## src/rtl/text_console_writer_top_assert.svh

```systemverilog
// Assertion macros for the text console writer.
// Users must have clk and arst_n in scope where these are expanded.
`ifndef TEXT_CONSOLE_WRITER_TOP_ASSERT_SVH
`define TEXT_CONSOLE_WRITER_TOP_ASSERT_SVH
// Same-cycle implication, disabled while reset is asserted.
`define TCW_ASSERT_IMP(lbl, ante, cons) \
	lbl: assert property (@(posedge clk) disable iff (!arst_n) (ante) |-> (cons)) \
	else $error("text console writer check failed");
// Next-cycle implication, disabled while reset is asserted.
`define TCW_ASSERT_NXT(lbl, ante, cons) \
	lbl: assert property (@(posedge clk) disable iff (!arst_n) (ante) |=> (cons)) \
	else $error("text console writer check failed");
`endif

```

## src/rtl/tcw_pkg.sv

```systemverilog
// Shared constants, transaction structs and control codes of the text console writer.
// No dependencies.
`timescale 1ns / 1ps
package tcw_pkg;
	localparam int COLUMNS = 80;
	localparam int ROWS = 25;
	localparam int CELLS = COLUMNS * ROWS;

	localparam int ADDR_W = $clog2(CELLS);
	localparam int COL_W = $clog2(COLUMNS);
	localparam int COLR_W = $clog2(COLUMNS + 8);
	localparam int ROW_W = $clog2(ROWS + 1);
	localparam int LIN_W = $clog2(CELLS + COLUMNS + 1);

	localparam int CMD_W = 2;
	localparam int CHAR_W = 8;
	localparam int COLOR_W = 4;
	localparam int INDEX_W = 11;
	localparam int POS_W = 11;
	localparam int DATA_W = 16;

	localparam logic [CMD_W-1:0] CMD_PUT = 2'd0;
	localparam logic [CMD_W-1:0] CMD_CLEAR = 2'd1;
	localparam logic [CMD_W-1:0] CMD_READ = 2'd2;

	localparam logic [CHAR_W-1:0] CH_BS = 8'h08;
	localparam logic [CHAR_W-1:0] CH_TAB = 8'h09;
	localparam logic [CHAR_W-1:0] CH_LF = 8'h0A;
	localparam logic [CHAR_W-1:0] CH_CR = 8'h0D;
	localparam logic [CHAR_W-1:0] CH_SPACE = 8'h20;

	localparam logic [DATA_W-1:0] BLANK_CELL = 16'h0020;

	typedef struct packed {
		logic [CMD_W-1:0]   command;
		logic [CHAR_W-1:0]  char_code;
		logic [COLOR_W-1:0] bg_color;
		logic [COLOR_W-1:0] fg_color;
		logic [INDEX_W-1:0] cell_index;
	} tcw_req_t;

	typedef struct packed {
		logic [POS_W-1:0]  cursor_position;
		logic [DATA_W-1:0] read_data;
	} tcw_rsp_t;

	typedef struct packed {
		logic [ADDR_W-1:0] wr_addr;
		logic              printable;
		logic              scroll;
		logic [LIN_W-1:0]  pos_next;
	} tcw_cur_t;
endpackage

```

## src/rtl/tcw_cursor.sv

```systemverilog
// Cursor registers and next-position logic for the put and clear commands.
// Depends on tcw_pkg; produces the physical write address from the ring base.
`timescale 1ns / 1ps
module tcw_cursor (
	input  logic                       clk,
	input  logic                       arst_n,
	input  logic                       step,
	input  logic                       home,
	input  logic [tcw_pkg::CHAR_W-1:0] char_code,
	input  logic [tcw_pkg::ADDR_W-1:0] base,
	output tcw_pkg::tcw_cur_t          cur
);
	logic [tcw_pkg::COL_W-1:0]  col_q;
	logic [tcw_pkg::ROW_W-1:0]  row_q;
	logic [tcw_pkg::LIN_W-1:0]  lin_q;
	logic [tcw_pkg::COLR_W-1:0] col_ext;
	logic [tcw_pkg::COLR_W-1:0] col_raw;
	logic [tcw_pkg::COLR_W-1:0] tab_sum;
	logic [tcw_pkg::COLR_W-1:0] col_new;
	logic                       row_inc;
	logic                       printable;
	logic [tcw_pkg::ROW_W-1:0]  row_raw;
	logic                       scroll;
	logic [tcw_pkg::ROW_W-1:0]  row_new;
	logic [tcw_pkg::LIN_W-1:0]  lin_raw;
	logic [tcw_pkg::LIN_W-1:0]  lin_new;
	logic [tcw_pkg::ADDR_W:0]   phys_sum;

	always_comb begin
		col_ext = tcw_pkg::COLR_W'(col_q);
		tab_sum = col_ext + tcw_pkg::COLR_W'(8);
		col_raw = col_ext;
		row_inc = 1'b0;
		printable = 1'b0;
		priority if (char_code == tcw_pkg::CH_BS) begin
			if (col_q != '0) begin
				col_raw = col_ext - tcw_pkg::COLR_W'(1);
			end
		end else if (char_code == tcw_pkg::CH_TAB) begin
			col_raw = {tab_sum[tcw_pkg::COLR_W-1:3], 3'b000};
		end else if (char_code == tcw_pkg::CH_CR) begin
			col_raw = '0;
		end else if (char_code == tcw_pkg::CH_LF) begin
			col_raw = '0;
			row_inc = 1'b1;
		end else if (!char_code[tcw_pkg::CHAR_W-1] && char_code >= tcw_pkg::CH_SPACE) begin
			printable = 1'b1;
			col_raw = col_ext + tcw_pkg::COLR_W'(1);
		end else begin
			col_raw = col_ext;
		end

		col_new = col_raw;
		if (col_raw >= tcw_pkg::COLR_W'(tcw_pkg::COLUMNS)) begin
			col_new = '0;
			row_inc = 1'b1;
		end
		row_raw = row_q + tcw_pkg::ROW_W'(row_inc);
		scroll = (row_raw == tcw_pkg::ROW_W'(tcw_pkg::ROWS));
		row_new = scroll ? tcw_pkg::ROW_W'(tcw_pkg::ROWS - 1) : row_raw;

		lin_raw = lin_q - tcw_pkg::LIN_W'(col_q) + tcw_pkg::LIN_W'(col_new)
			+ (row_inc ? tcw_pkg::LIN_W'(tcw_pkg::COLUMNS) : '0);
		lin_new = scroll ? lin_raw - tcw_pkg::LIN_W'(tcw_pkg::COLUMNS) : lin_raw;

		phys_sum = (tcw_pkg::ADDR_W+1)'(lin_q) + (tcw_pkg::ADDR_W+1)'(base);
		if (phys_sum >= (tcw_pkg::ADDR_W+1)'(tcw_pkg::CELLS)) begin
			phys_sum = phys_sum - (tcw_pkg::ADDR_W+1)'(tcw_pkg::CELLS);
		end

		cur.wr_addr = phys_sum[tcw_pkg::ADDR_W-1:0];
		cur.printable = printable;
		cur.scroll = scroll;
		if (home) begin
			cur.pos_next = '0;
		end else if (step) begin
			cur.pos_next = lin_new;
		end else begin
			cur.pos_next = lin_q;
		end
	end

	always_ff @(posedge clk or negedge arst_n) begin
		if (!arst_n) begin
			col_q <= '0;
			row_q <= '0;
			lin_q <= '0;
		end else if (home) begin
			col_q <= '0;
			row_q <= '0;
			lin_q <= '0;
		end else if (step) begin
			col_q <= col_new[tcw_pkg::COL_W-1:0];
			row_q <= row_new;
			lin_q <= lin_new;
		end
	end
endmodule

```

## config.mk

```make
export PLATFORM = sky130hd
export DESIGN_NAME = tcw_cursor
export DESIGN_NICKNAME = d
export VERILOG_FILES = /design/src/rtl/text_console_writer_top_assert.svh /design/src/rtl/tcw_pkg.sv /design/src/rtl/tcw_cursor.sv
export SDC_FILE = /design/constraint.sdc
export NUM_CORES = 1
export LEC_CHECK = 0
export BUFFER_PORTS_ARGS = -buffer_cell sky130_fd_sc_hd__clkbuf_2
export CAP_MARGIN = 20
export CORE_ASPECT_RATIO = 1.5
export CORE_MARGIN = 4
export CORE_UTILIZATION = 37
export CTS_CLUSTER_DIAMETER = 200
export DETAILED_ROUTE_END_ITERATION = 16
export HOLD_SLACK_MARGIN = 0.05
export PLACE_DENSITY_LB_ADDON = 0.12
export SLEW_MARGIN = 10
export SYNTH_ARGS = -nofsm -noshare
export SYNTH_HDL_FRONTEND = slang
export SYNTH_SLANG_ARGS = --single-unit
```

## constraint.sdc

```tcl
create_clock -name clk -period 8.92 [get_ports clk]
set_input_delay 1.784 -clock clk [delete_from_list [all_inputs] [get_ports clk]]
set_output_delay 1.784 -clock clk [all_outputs]
set_load 0.01 [all_outputs]
```

==> results of run 1 <==
==> power by group <==
part / switching, mW / internal (mW)
combinational: 0.652 / 0.492
clock: 0.0441 / 0.0689
sequential: 0.0271 / 0.128
==> logic make-up (layout without fill, tap and decap cells) <==
family	count (synthesis)	after routing	synth area share, %
multiplexers	10	10	2.89
XOR/XNOR	26	26	6.57
AO/OA/AOI/OAI	111	111	23.8
flip-flops	24	24	17.3
buffers and inverters	56	99	6.35
adder cells (fa/ha/maj)	52	52	20.9
AND/OR/NAND/NOR	142	142	22.1
==> what timing repair did <==
| item | in CTS | in global routing |
|---|---|---|
| pin swaps | 0 | 6 |
| hold buffers | 0 | 0 |
| buffers inserted | 0 | 3 |
| setup endpoints to repair | 1 | 4 |
| gates resized for setup | 1 | 14 |
==> state kept, by name, summed over array words and instances (netlist names) <==
name	flops
row_q	5
lin_q	12
col_ext	7
==> worst min-delay path: stages (launching register included) <==
cell and delay, ns:
dfrtp_1 0.38, nand2_1 0.07, a21oi_1 0.05
==> through the flow <==
stage                     instance area, um^2  power (mW)
final                                    4000        1.41
after global routing                     4000        1.56
after global placement                   3810        1.26
after floorplan                          3470       0.953
after CTS                                3900        1.39
after detailed placement                 3810        1.27
==> synth_stat cells, types with 5 or more instances <==
master,n
ha_1,42
inv_1,40
nor2_1,29
dfrtp_1,24
nand2_1,21
a21oi_1,19
nand3_1,18
xnor2_1,16
o21ai_0,14
nor3_1,11
fa_1,10
mux2i_1,10
xor2_1,10
a21o_1,8
and2_1,8
clkbuf_1,8
nand4_1,8
a211oi_1,7
nor2b_1,7
and3_1,6
a221oi_1,5
nor3b_1,5
o211ai_1,5
o21a_1,5
o31a_1,5
==> final timing paths <==
| kind | from | end | slack (ns) | cells after the start |
|---|---|---|---|---|
| max | char_code[6] | cur[11] | 0.22 | 20 |
| min | row_q[0]$_DFFE_PN0P_ | row_q[0]$_DFFE_PN0P_ | 0.54 | 2 |
| max reg2reg | col_ext[1]$_DFFE_PN0P_ | lin_q[11]$_DFF_PN0_ | 3.40 | 20 |
| min reg2reg | row_q[0]$_DFFE_PN0P_ | row_q[0]$_DFFE_PN0P_ | 0.54 | 2 |
| max in group asynchronous | arst_n | lin_q[10]$_DFF_PN0_ | 6.96 | 1 |
| min in group asynchronous | arst_n | row_q[2]$_DFFE_PN0P_ | 1.54 | 1 |
==> routing by layer <==
layer	routed length [um]	global-route usage [%]	vias to the layer above
met3	237	1.23	17
li1	-	-	1636
met2	4880	31.8	58
met5	0	0	-
met4	271	7.06	0
met1	3910	20.3	1578
==> final cells by class <==
cell class              count  area [um^2]  share of cell area, %
well taps                 112          140                   3.51
flip-flops and latches     24          601                   15.0
repair buffers             55          295                   7.39
clock buffers               4         88.8                   2.22
multi-input cells         341         2720                   68.1
inverters                  40          150                   3.76
==> layout by cell type, fill, tap and decap left out, types with 8 or more instances in the layout <==
master / instances
clkbuf_2: 46
inv_1: 40
o21ai_0: 14
nand2_1: 21
xor2_1: 10
nor2_1: 29
a21oi_1: 19
buf_4: 8
nand3_1: 18
mux2i_1: 10
fa_1: 9
nor3_1: 10
a21o_1: 8
xnor2_1: 16
dfrtp_1: 24
ha_1: 41
nand4_1: 8
==> results.yml, run 1 <==
clocking:
  cts_tree: "done"
  clock_path_buffers: 2
  cts_buffers: 3
  clkTransAtPathRegs_ns: 0.06
  htree_levels: 1
  cts.sinks: 24
  clk_latency_ns: 0.27
  cts-root-buf: "clkbuf_16"
timing:
  tightest_slew_ns: 0.665
  setup_tns_ns: 0
  slew_viol_final: 0
  report.final.setup_viol: 0
  worst_slack_ns: 0.219
  clock.fmax_mhz: 115
  period_share_pct: 97.5
  fin_skew_ns: 0.00305
  relSlewSlack_pct: 55.7
  rsz0062_at_grt: "false"
  whs_ns: 0.541
  hold_viol: 0
  min_period_ns: 8.70
floorplanning:
  io_pins: 48
  start_util_pct: 37.7
  dieArea_um2: 11000
  die_w_um: 87.1
  core_area_um2: 9200
  die_y_um: 127
  core.rowCount: 43
placed_design:
  dp_cells: 569
  dp_slack_ns: -0.00947
  place.gp.congestion: 0.880
  dp_hpwl_um: 7660
  portBuffers: 47
yosys:
  ys_ff_latch: 24
  synth_cell_types: 68
  synth_top_cell_area_share_pct: 17.3
  seq_area_frac_synth_pct: 17.3
  syn_nets: 496
  yosys-top-cells-area: "dfrtp_1, ha_1, fa_1"
  syn_inst: 421
  synth-async-reset-ratio_pct: 100
  synth_area_um2: 3470
  synth_enable_flop_cells: 0
  ys_warn_count: 0
  postSynthAreaPerCell_um2: 8.24
  yosysTopAreaCell: "dfrtp_1"
  synth_ff_type: "dfrtp_1"
worst_hold_path:
  hp-class: "reg2reg"
pwr:
  power_density_nw_per_um2: 353
  peakVddDrop_uv: 219
  leakage_nw: 1.87
detailed_routing:
  vias: 3289
  wl_per_cell_um: 16.1
  ant_nets: 0
  dr.pass1.iters: 4
  viasPerCell: 5.71
  dr.first_iter.drc_count: 112
  drt-total-wl_um: 9300
  drcViolationCount: 0
finish:
  final_util_pct: 43.4
  num_antenna_cells: 0
  fill_cells: 943
  syn_to_final_growth_pct: 15.2
  finalNonFillerCells: 576
  layout.nets: 540
  drive_above_1_share_pct: 18.5
global_routing:
  grt_usage_pct: 17.3
  grt_start_max_net_pins: 25
  antenna_found_initial: 0
  grt_pass1_vias: 3300
  grt_pass1_wl_um: 15500
  gr-total-overflow: 0
critical_path:
  required_ns: 7.14
  worstSetupPathType: "in2out"
  worstPathArrival_ns: 6.92
  critPathMaxFanout: 6
  crit_buf_inv: 5
  slowest_delay_ns: 0.56
  start_kind: "input port"
  critPathSlowestCell: "fa_1"
  path_cells: "clkbuf_2 -> or4b_4 -> or4_4 -> nor4b_1 -> a211o_2 -> buf_4 -> nand2b_1 -> fa_1 -> fa_1 -> inv_1 -> ha_1 -> or3_1 -> a221o_1 -> o21ai_0 -> xor2_1 -> buf_4 -> nand4_1 -> xnor2_1 -> a22o_1 -> clkbuf_2"
  critPathCaptureType: "primary output"
  crit_family: "simple AND/OR/NAND/NOR gates"
status:
  status: "completed"
job:
  drv_cap: 0
Note: power is estimated with default switching activity, not from simulation.
==> run 2, diff against run 1 <==
--- a/config.mk
+++ b/config.mk
@@ -9,7 +9,7 @@
 export CAP_MARGIN = 20
 export CORE_ASPECT_RATIO = 1.5
 export CORE_MARGIN = 4
-export CORE_UTILIZATION = 37
+export CORE_UTILIZATION = 30
 export CTS_CLUSTER_DIAMETER = 200
 export DETAILED_ROUTE_END_ITERATION = 16
 export HOLD_SLACK_MARGIN = 0.05
==> results.yml, run 2 (same netlist as run 1, synthesis figures left out) <==
status:
  status: "completed"
critical_path:
  start_kind: "input port"
  critPathCaptureType: "primary output"
  reg2reg_to: "lin_q[11]$_DFF_PN0_"
  critPathMaxFanout: 6
  required_ns: 7.14
  worstSetupPathType: "in2out"
  worstPathArrival_ns: 6.88
  r2r_start: "col_ext[1]$_DFFE_PN0P_"
  reg2regPathDepth: 19
  regToRegSetupSlack_ns: 3.19
global_routing:
  grt_pass1_wl_um: 15800
  gr-total-overflow: 0
  grt_start_max_net_pins: 25
  grt_usage_pct: 14.5
  antenna_found_initial: 0
  grt_pass1_vias: 3208
timing:
  rsz0062_at_grt: "false"
  hold_viol: 0
  relSlewSlack_pct: 53.2
  setup_tns_ns: 0
  fin_skew_ns: 0.00665
  tightest_slew_ns: 0.702
  clock.fmax_mhz: 115
  report.final.setup_viol: 0
  slew_viol_final: 0
  period_share_pct: 97.1
  min_period_ns: 8.66
  whs_ns: 0.541
placed_design:
  dp_hpwl_um: 7740
  place.gp.congestion: 0.864
  portBuffers: 47
finish:
  drive_above_1_share_pct: 18.0
  layout.nets: 538
  most-common-layout-cells: "clkbuf_2, ha_1, inv_1"
  syn_to_final_growth_pct: 15.8
  top_register: "lin_q"
  num_antenna_cells: 0
  multi_input_area_um2: 2730
  seq_area_um2: 601
  fill_cells: 1221
  largest_reg_flops: 12
  final_common_cell: "clkbuf_2"
detailed_routing:
  drt-total-wl_um: 9620
  wl_per_cell_um: 15.8
  drcViolationCount: 0
  ant_nets: 0
  vias: 3228
  viasPerCell: 5.31
  dr.first_iter.drc_count: 169
  dr.pass1.iters: 4
floorplanning:
  dieArea_um2: 13400
  core.rowCount: 47
  die_y_um: 140
  die_w_um: 95.8
  io_pins: 48
  core_area_um2: 11200
  start_util_pct: 31.0
clocking:
  cts_buffers: 3
  htree_levels: 1
  clock_path_buffers: 2
  clkTransAtPathRegs_ns: 0.07
  cts_hold_buffers: 0
  cts-root-buf: "clkbuf_16"
  cts.sinks: 24
  cts_tree: "done"
  clk_latency_ns: 0.27
worst_hold_path:
  hp-class: "reg2reg"
  whs_endpoint: "row_q[0]$_DFFE_PN0P_"
  min_path_cells: 2
  hold_start: "row_q[0]$_DFFE_PN0P_"
pwr:
  power_density_nw_per_um2: 348
  leakage_nw: 1.85
  peakVddDrop_uv: 203
job:
  drv_cap: 0
==> run 2: cell count changes in the layout (fill, tap and decap cells not counted), sizes merged <==
| cell | before | now |
|---|---|---|
| buf | 9 | 7 |
| clkbuf | 50 | 49 |
==> run 2: final cells by class <==
class | instances | share of cell area, %
multi-input cells | 341 | 67.9
flip-flops and latches | 24 | 15.0
well taps | 147 | 4.58
inverters | 40 | 3.74
repair buffers | 53 | 6.98
clock buffers | 3 | 1.87
==> run 2: per-stage QoR <==
stage,worst slack (ns),total power [mW],util [%],instance area [um^2],instances
4_1_cts,0.0450,1.37,35.2,3930,607
6_report,0.255,1.40,35.9,4020,608
2_1_floorplan,0.502,0.953,-,3470,421
5_1_grt,0.00643,1.55,35.9,4020,608
3_5_place_dp,0.0811,1.26,34.5,3850,604
3_3_place_gp,0.0829,1.26,34.5,3850,604
==> run 2: layer usage <==
layer	wire, um	global-route usage, %	vias to the layer above
met5	0	0	-
met4	99	3.37	0
met3	174	0.756	5
met2	4980	25.8	44
met1	4360	19.0	1549
li1	-	-	1630
==> run 2: worst max-delay path, stage by stage <==
cell and delay [ns]:
clkbuf_2 0.11, nor4_2 0.32, o211ai_1 0.26, o21ai_1 0.30, o21ai_1 0.13, a211o_2 0.41
or2_1 0.26, fa_1 0.46, fa_1 0.52, inv_1 0.04, ha_1 0.33, a21o_1 0.23
a221oi_1 0.35, xnor2_1 0.21, a211oi_1 0.42, nand4_1 0.19, xnor2_1 0.15, a22o_1 0.27
clkbuf_2 0.14
==> run 2: worst max path at each step <==
stage | endpoint | startpoint | depth (start not counted) | slack (ns)
2_1_floorplan | cur[6] | char_code[6] | 17 | 0.50
3_3_place_gp | cur[6] | char_code[6] | 18 | 0.08
3_5_place_dp | cur[10] | char_code[6] | 21 | 0.08
4_1_cts | cur[10] | char_code[6] | 21 | 0.04
5_1_grt | cur[10] | char_code[6] | 21 | 0.006
6_report | cur[11] | char_code[6] | 19 | 0.26
==> run 2: power by group <==
part / total (mW) / internal (mW) / switching [mW] / leakage, nW
combinational: 1.14 / 0.495 / 0.646 / 1.49
clock: 0.103 / 0.0596 / 0.0429 / 0.0370
sequential: 0.155 / 0.128 / 0.0263 / 0.324
==> run 2: timing repair <==
item / in CTS / in global routing
resized for setup: 0 / 16
endpoints found under the setup margin: 0 / 7
buffers inserted: 0 / 1
